===== src/rtl/core/tqu_pkg.sv =====
// Shared types, constants and codes of the tabular Q-value update block.
`default_nettype none

package tqu_pkg;

  localparam int DEF_NUM_ACTIONS = 4;
  localparam int DEF_STATE_BITS  = 10;

  localparam int ACTION_W    = 2;
  localparam int REWARD_W    = 16;
  localparam int Q_W         = 32;
  localparam int RATE_W      = 16;
  localparam int CFG_INDEX_W = 2;
  localparam int CFG_DATA_W  = 32;

  localparam logic [CFG_INDEX_W-1:0] REG_LEARNING_RATE   = 2'd0;
  localparam logic [CFG_INDEX_W-1:0] REG_DISCOUNT_FACTOR = 2'd1;
  localparam logic [CFG_INDEX_W-1:0] REG_INITIAL_VALUE   = 2'd2;

  localparam logic [RATE_W-1:0] LEARNING_RATE_RST   = 16'd6554;
  localparam logic [RATE_W-1:0] DISCOUNT_FACTOR_RST = 16'd58982;
  localparam logic [Q_W-1:0]    INITIAL_VALUE_RST   = 32'd0;

  localparam logic signed [Q_W-1:0] Q_MAX = 32'sh7FFF_FFFF;
  localparam logic signed [Q_W-1:0] Q_MIN = 32'sh8000_0000;

  // Length of the ST_CALC state, counted by calc_cnt, before the write-back.
  localparam int CALC_CYCLES = 4;
  localparam int CALC_CNT_W  = $clog2(CALC_CYCLES);

  typedef enum logic [3:0] {
    ST_CLEAR,
    ST_IDLE,
    ST_RD_NEXT,
    ST_NV_CHK,
    ST_NX_RD,
    ST_FILL_N,
    ST_CV_RD,
    ST_CV_CHK,
    ST_FILL_C,
    ST_CALC,
    ST_WB
  } tqu_state_t;

  typedef enum logic {
    ROW_NXT,
    ROW_CUR
  } row_sel_t;

  typedef enum logic [1:0] {
    BEST_HOLD,
    BEST_MIN,
    BEST_INIT,
    BEST_ZERO
  } best_src_t;

  typedef enum logic [1:0] {
    Q_HOLD,
    Q_RAM,
    Q_INIT
  } q_src_t;

  typedef struct packed {
    logic      load;
    logic      clr_step;
    logic      vld_rd;
    logic      vld_set;
    row_sel_t  row_sel;
    logic      q_rd;
    logic      q_rd_act;
    logic      best_track;
    logic      q_fill;
    logic      idx_clr;
    logic      idx_inc;
    best_src_t best_ld;
    q_src_t    q_ld;
    logic      wb;
  } tqu_cmd_t;

  typedef struct packed {
    logic done;
    logic vld;
    logic idx_last;
    logic clr_last;
  } tqu_sts_t;

endpackage

`default_nettype wire


===== src/rtl/core/tqu_ctrl.sv =====
// Controller state machine that sequences the valid clear after reset, table reads, fills and the update.
`default_nettype none

module tqu_ctrl
  import tqu_pkg::*;
(
  input  wire logic     clk,
  input  wire logic     rst_n,
  input  wire logic     start,
  output logic          busy,
  output tqu_cmd_t      cmd,
  input  wire tqu_sts_t sts
);

  tqu_state_t            state_r, state_nxt;
  logic [CALC_CNT_W-1:0] calc_cnt_r, calc_cnt_nxt;

  always_ff @(posedge clk) begin
    if (!rst_n) begin
      state_r    <= ST_CLEAR;
      calc_cnt_r <= '0;
    end else begin
      state_r    <= state_nxt;
      calc_cnt_r <= calc_cnt_nxt;
    end
  end

  always_comb begin
    state_nxt    = state_r;
    cmd          = '0;
    busy         = 1'b1;
    calc_cnt_nxt = '0;
    case (state_r)
      ST_CLEAR: begin
        cmd.clr_step = 1'b1;
        if (sts.clr_last) begin
          state_nxt = ST_IDLE;
        end
      end
      ST_IDLE: begin
        busy = 1'b0;
        if (start) begin
          cmd.load    = 1'b1;
          cmd.idx_clr = 1'b1;
          state_nxt   = ST_RD_NEXT;
        end
      end
      ST_RD_NEXT: begin
        if (sts.done) begin
          cmd.vld_rd   = 1'b1;
          cmd.row_sel  = ROW_CUR;
          cmd.q_rd     = 1'b1;
          cmd.q_rd_act = 1'b1;
          cmd.best_ld  = BEST_ZERO;
          state_nxt    = ST_CV_CHK;
        end else begin
          cmd.vld_rd  = 1'b1;
          cmd.row_sel = ROW_NXT;
          state_nxt   = ST_NV_CHK;
        end
      end
      ST_NV_CHK: begin
        cmd.row_sel = ROW_NXT;
        if (sts.vld) begin
          cmd.best_ld = BEST_MIN;
          state_nxt   = ST_NX_RD;
        end else begin
          cmd.vld_set = 1'b1;
          cmd.best_ld = BEST_INIT;
          state_nxt   = ST_FILL_N;
        end
      end
      ST_NX_RD: begin
        cmd.row_sel    = ROW_NXT;
        cmd.q_rd       = 1'b1;
        cmd.best_track = 1'b1;
        cmd.idx_inc    = 1'b1;
        if (sts.idx_last) begin
          state_nxt = ST_CV_RD;
        end
      end
      ST_FILL_N: begin
        cmd.row_sel = ROW_NXT;
        cmd.q_fill  = 1'b1;
        cmd.idx_inc = 1'b1;
        if (sts.idx_last) begin
          state_nxt = ST_CV_RD;
        end
      end
      ST_CV_RD: begin
        cmd.vld_rd   = 1'b1;
        cmd.row_sel  = ROW_CUR;
        cmd.q_rd     = 1'b1;
        cmd.q_rd_act = 1'b1;
        cmd.idx_clr  = 1'b1;
        state_nxt    = ST_CV_CHK;
      end
      ST_CV_CHK: begin
        cmd.row_sel = ROW_CUR;
        if (sts.vld) begin
          cmd.q_ld  = Q_RAM;
          state_nxt = ST_CALC;
        end else begin
          cmd.vld_set = 1'b1;
          cmd.q_ld    = Q_INIT;
          state_nxt   = ST_FILL_C;
        end
      end
      ST_FILL_C: begin
        cmd.row_sel = ROW_CUR;
        cmd.q_fill  = 1'b1;
        cmd.idx_inc = 1'b1;
        if (sts.idx_last) begin
          state_nxt = ST_CALC;
        end
      end
      ST_CALC: begin
        calc_cnt_nxt = calc_cnt_r + 1'b1;
        if (calc_cnt_r == CALC_CNT_W'(CALC_CYCLES - 1)) begin
          state_nxt = ST_WB;
        end
      end
      ST_WB: begin
        cmd.wb    = 1'b1;
        state_nxt = ST_IDLE;
      end
      default: begin
        state_nxt = ST_IDLE;
      end
    endcase
  end

endmodule

`default_nettype wire


===== config.mk =====
export PLATFORM = sky130hd
export DESIGN_NAME = tqu_ctrl
export DESIGN_NICKNAME = d
export VERILOG_FILES = /design/src/rtl/core/tqu_pkg.sv /design/src/rtl/core/tqu_ctrl.sv
export SDC_FILE = /design/constraint.sdc
export NUM_CORES = 1
export LEC_CHECK = 0
export BUFFER_PORTS_ARGS = -buffer_cell sky130_fd_sc_hd__buf_2
export CORE_AREA = 10 10 47 49
export CTS_CLUSTER_DIAMETER = 120
export CTS_CLUSTER_SIZE = 12
export DETAILED_ROUTE_END_ITERATION = 7
export DIE_AREA = 0 0 57 59
export PLACE_DENSITY_LB_ADDON = 0.25
export SLEW_MARGIN = 20
export SYNTH_ARGS = -nofsm -noshare
export SYNTH_HDL_FRONTEND = slang
export SYNTH_SLANG_ARGS = --single-unit

===== constraint.sdc =====
create_clock -name clk -period 1.7 [get_ports clk]
set_input_delay 0.51 -clock clk [delete_from_list [all_inputs] [get_ports clk]]
set_output_delay 0.51 -clock clk [all_outputs]
set_load 0.005 [all_outputs]

* Word level (Yosys, flattened, before mapping)
Index checks and enable logic that the tools add are counted.
Operators by class: add/subtract/negate cells 1, eq/ne operators 16, mux-type cells 29, reduce and logical (&&, ||, !) cells 10
Operators with widths (number):
- one-hot mux 4 bit (9 select lines) | 1
- 2-to-1 mux 4 bit | 5
- == test 4 x 3 -> 1 bit, second input constant | 4
- 2-to-1 mux 1 bit | 14
- == test 4 bit, second input constant | 3
- OR reduction 2 bit | 5
- == test 4 x 2 -> 1 bit, second input constant | 2
- != test 2 bit, second input constant | 4
- one-hot mux 1 bit (2 select lines) | 4
- 2-to-1 mux 2 bit | 3
- OR reduction 3 bit | 2
- AND reduction 5 bit | 1
- == test 4 x 1 -> 1 bit, second input constant | 1
- zero test 4 bit | 1
- one-hot mux 2 bit (2 select lines) | 1
- 2-to-1 mux 3 bit | 1
- adder 2 x 1 -> 2 bit, second input constant | 1
- == test 2 bit, second input constant | 1
- != test 2 x 1 -> 1 bit, second input constant | 1
- AND reduction 2 bit | 1
Word-level totals: register bits after elaboration 6, output and inout bits 17, logic and storage cells 58

* Longest topological paths before layout
depth after elaboration 4, mapped depth 6

* Worst setup path before layout
No wires, ideal clock.
kind reg-to-output, start register state_r[1], end output cmd[11] (netlist name), arrival 1.055 ns, setup slack 0.135 ns, stages on the path, launching flop included 6, cells stage by stage dfxtp_1 buf_2 buf_2 nor3b_1 a21oi_1 o21ai_0
RTL lines:
- from (decl) | line tqu_ctrl.sv:15 | tqu_state_t state_r, state_nxt;
- from (signal assigned) | line tqu_ctrl.sv:23 | state_r <= state_nxt;
- to (decl) | line tqu_ctrl.sv:11 | output tqu_cmd_t cmd,

==> impl_metrics.yaml <==
status:
  outcome: "complete, but fails checks"
  violations: "negative setup slack"
clocking:
  htree_levels: 1
  clockBufferDepth: 2
  clk-insertion-delay-late_ns: 0.24
  cts_made_buffers: 3
  path_clk_slew_ns: 0.05
  cts_tree: "yes"
  cts-root-buf: "clkbuf_4"
  clock_sinks: 6
synthesis:
  synth_area_leaders: "dfxtp_1 (22%), nor2_1 (6.1%), nand2_1 (5.4%)"
  synth_nets: 81
  yosysUniqueCellTypes: 32
  netlist_area_sq_um: 558
  synth-edff-count: 0
  synthesis.yosys.warnings: 0
  ys_ff_latch: 6
  synthCells: 73
  ys_seq_area_share_pct: 21.5
  synth_top_area_share_pct: 21.5
  async_flop_share_pct: 0
  postSynthAreaPerCell_sq_um: 7.64
  yosys_most_used_dff: "dfxtp_1"
  synth_area_leader_cell: "dfxtp_1"
run:
  cap_violations: 0
power:
  power_mw: 0.994
  power_density_mw_per_mm2: 1080
  vdd_drop_max_uv: 515
  power_leakage_nw: 0.454
die:
  dieArea_sq_mm: 0.00336
  initial_core_util_pct: 39.8
  num_io_pins: 24
  die_x_microns: 57
  fp.coreArea_sq_mm: 0.00140
  fp.dieH_microns: 59
  rows: 14
layout:
  drive_above_1_share_pct: 60.7
  nets: 122
  area_growth_pct: 65.2
  antenna_cells: 0
  final_cell_area_sq_um: 922
grt:
  grt_pass1_wl_mm: 3.08
  grt_max_degree: 10
  grt_pass1_vias: 643
  grtUsageTotal_pct: 11.1
  grt_antenna_before_repair: 0
  grt-ovfl-total: 0
route:
  vias: 664
  wire_per_inst_microns: 14.0
  drc: 0
  ant_nets: 0
  drtIter0Drc: 11
  drt-pass1-iter-count: 4
  routed_wl_mm: 1.80
  via_per_inst: 5.19
setup_path:
  end_kind: "output pin"
  path_class: "reg2out"
  worstPathArrival_ns: 1.24
  critPathLaunchType: "flop"
  crit_path_max_fanout: 8
  worst_ep_required_time_ns: 1.19
timing:
  rsz0062_at_grt: "yes"
  layout_setup_ws_ns: -0.0547
  max_freq_mhz: 570
  fin_crit_ns: 1.75
  skew_ns: 0.00750
  final-hold-violation-count: 0
  setup_viol: 7
  fin_crit_sh_pct: 103
  slew_viol_final: 0
  tightest_slew_ns: 0.285
  max_slew_margin_pct: 80.8
hold_path:
  worst_hold_path_type: "reg2reg"
placed_design:
  gp_congestion: 0.772
  portBuffers: 23
  hpwl_mm: 1.27
  place_area_sq_um: 739
## final cells by class
class / instances / area (sq um)
multi-input cells: 58 / 444
well taps: 16 / 20.0
inverters: 2 / 10.0
repair buffers: 43 / 293
flip-flops and latches: 6 / 133
clock buffers: 3 / 22.5
fillers: 132 / 479
## cell usage after synthesis, drive strengths merged (3+ instances only)
library cell / number
nand2: 8
and3: 3
nor2: 10
buf: 7
a21oi: 5
dfxtp: 6
nor3: 3
nor2b: 3
## metrics by stage
step / utilization (%) / cells / setup TNS, ns / hold slack [ns] / worst slack, ns
after floorplan: - / 73 / 0 / 0.396 / 0.135
after global placement: 52.8 / 116 / 0 / 0.410 / 0.0551
after detailed placement: 52.8 / 116 / 0 / 0.415 / 0.0428
after CTS: 60.0 / 124 / -0.351 / 0.419 / -0.0711
after global routing: 65.8 / 128 / -0.883 / 0.433 / -0.125
final: 65.8 / 128 / -0.242 / 0.416 / -0.0547
## cells in the final DEF, fill, tap and decap left out, types with 3 or more instances in the layout
cell	netlist	layout
a21oi_1	5	5
and3_1	3	3
buf_2	3	23
buf_4	3	16
clkbuf_4	0	3
dfxtp_4	0	3
nand2_1	8	6
nor2_1	9	7
nor2_2	1	3
nor3_1	3	3
## critical path: stages (launching register included)
cell and delay [ns]:
dfxtp_4 0.36, and2b_1 0.23, nand2_2 0.08, nor2_2 0.10
and2_1 0.13, buf_2 0.10
## timing repair
item,in CTS,in global routing
pin swaps,5,4
resized for setup,15,12
buffers inserted,5,4
setup endpoints to repair,14,14
hold buffers,0,0
## flip-flops by register name (all words and copies together) (netlist names)
name        cells
calc_cnt_r      2
state_r         4
## logic make-up after synthesis
kind of cell	after synthesis	synth area share, %
AO/OA/AOI/OAI	17	21.7
buffers and inverters	9	10.1
multiplexers	2	3.59
adder cells (fa/ha/maj)	1	2.24
AND/OR/NAND/NOR	38	40.8
flip-flops	6	21.5
## final timing paths
kind | slack, ns | end | startpoint | cells after the start
worst max-delay path | -0.05 | cmd[1] | state_r[3] | 5
worst min-delay path | 0.42 | calc_cnt_r[0] | calc_cnt_r[0] | 1
worst max register to register | 0.21 | state_r[0] | state_r[3] | 6
worst min register to register | 0.42 | calc_cnt_r[0] | calc_cnt_r[0] | 1
## metal layers
metal	part of all wire (%)	up-vias	global-route usage, %
li1	-	338	-
met1	41	306	11.9
met2	52	20	20.3
met3	6.5	0	3.65
met4	0	0	3.02
met5	0	-	0
## power breakdown
| group | leakage [nW] | internal [mW] | switching (mW) |
|---|---|---|---|
| clock network | 0.0138 | 0.0797 | 0.0485 |
| logic | 0.389 | 0.344 | 0.305 |
| registers | 0.0513 | 0.172 | 0.0454 |
| total | 0.454 | 0.595 | 0.399 |
Power figures use the tool's default switching activity.
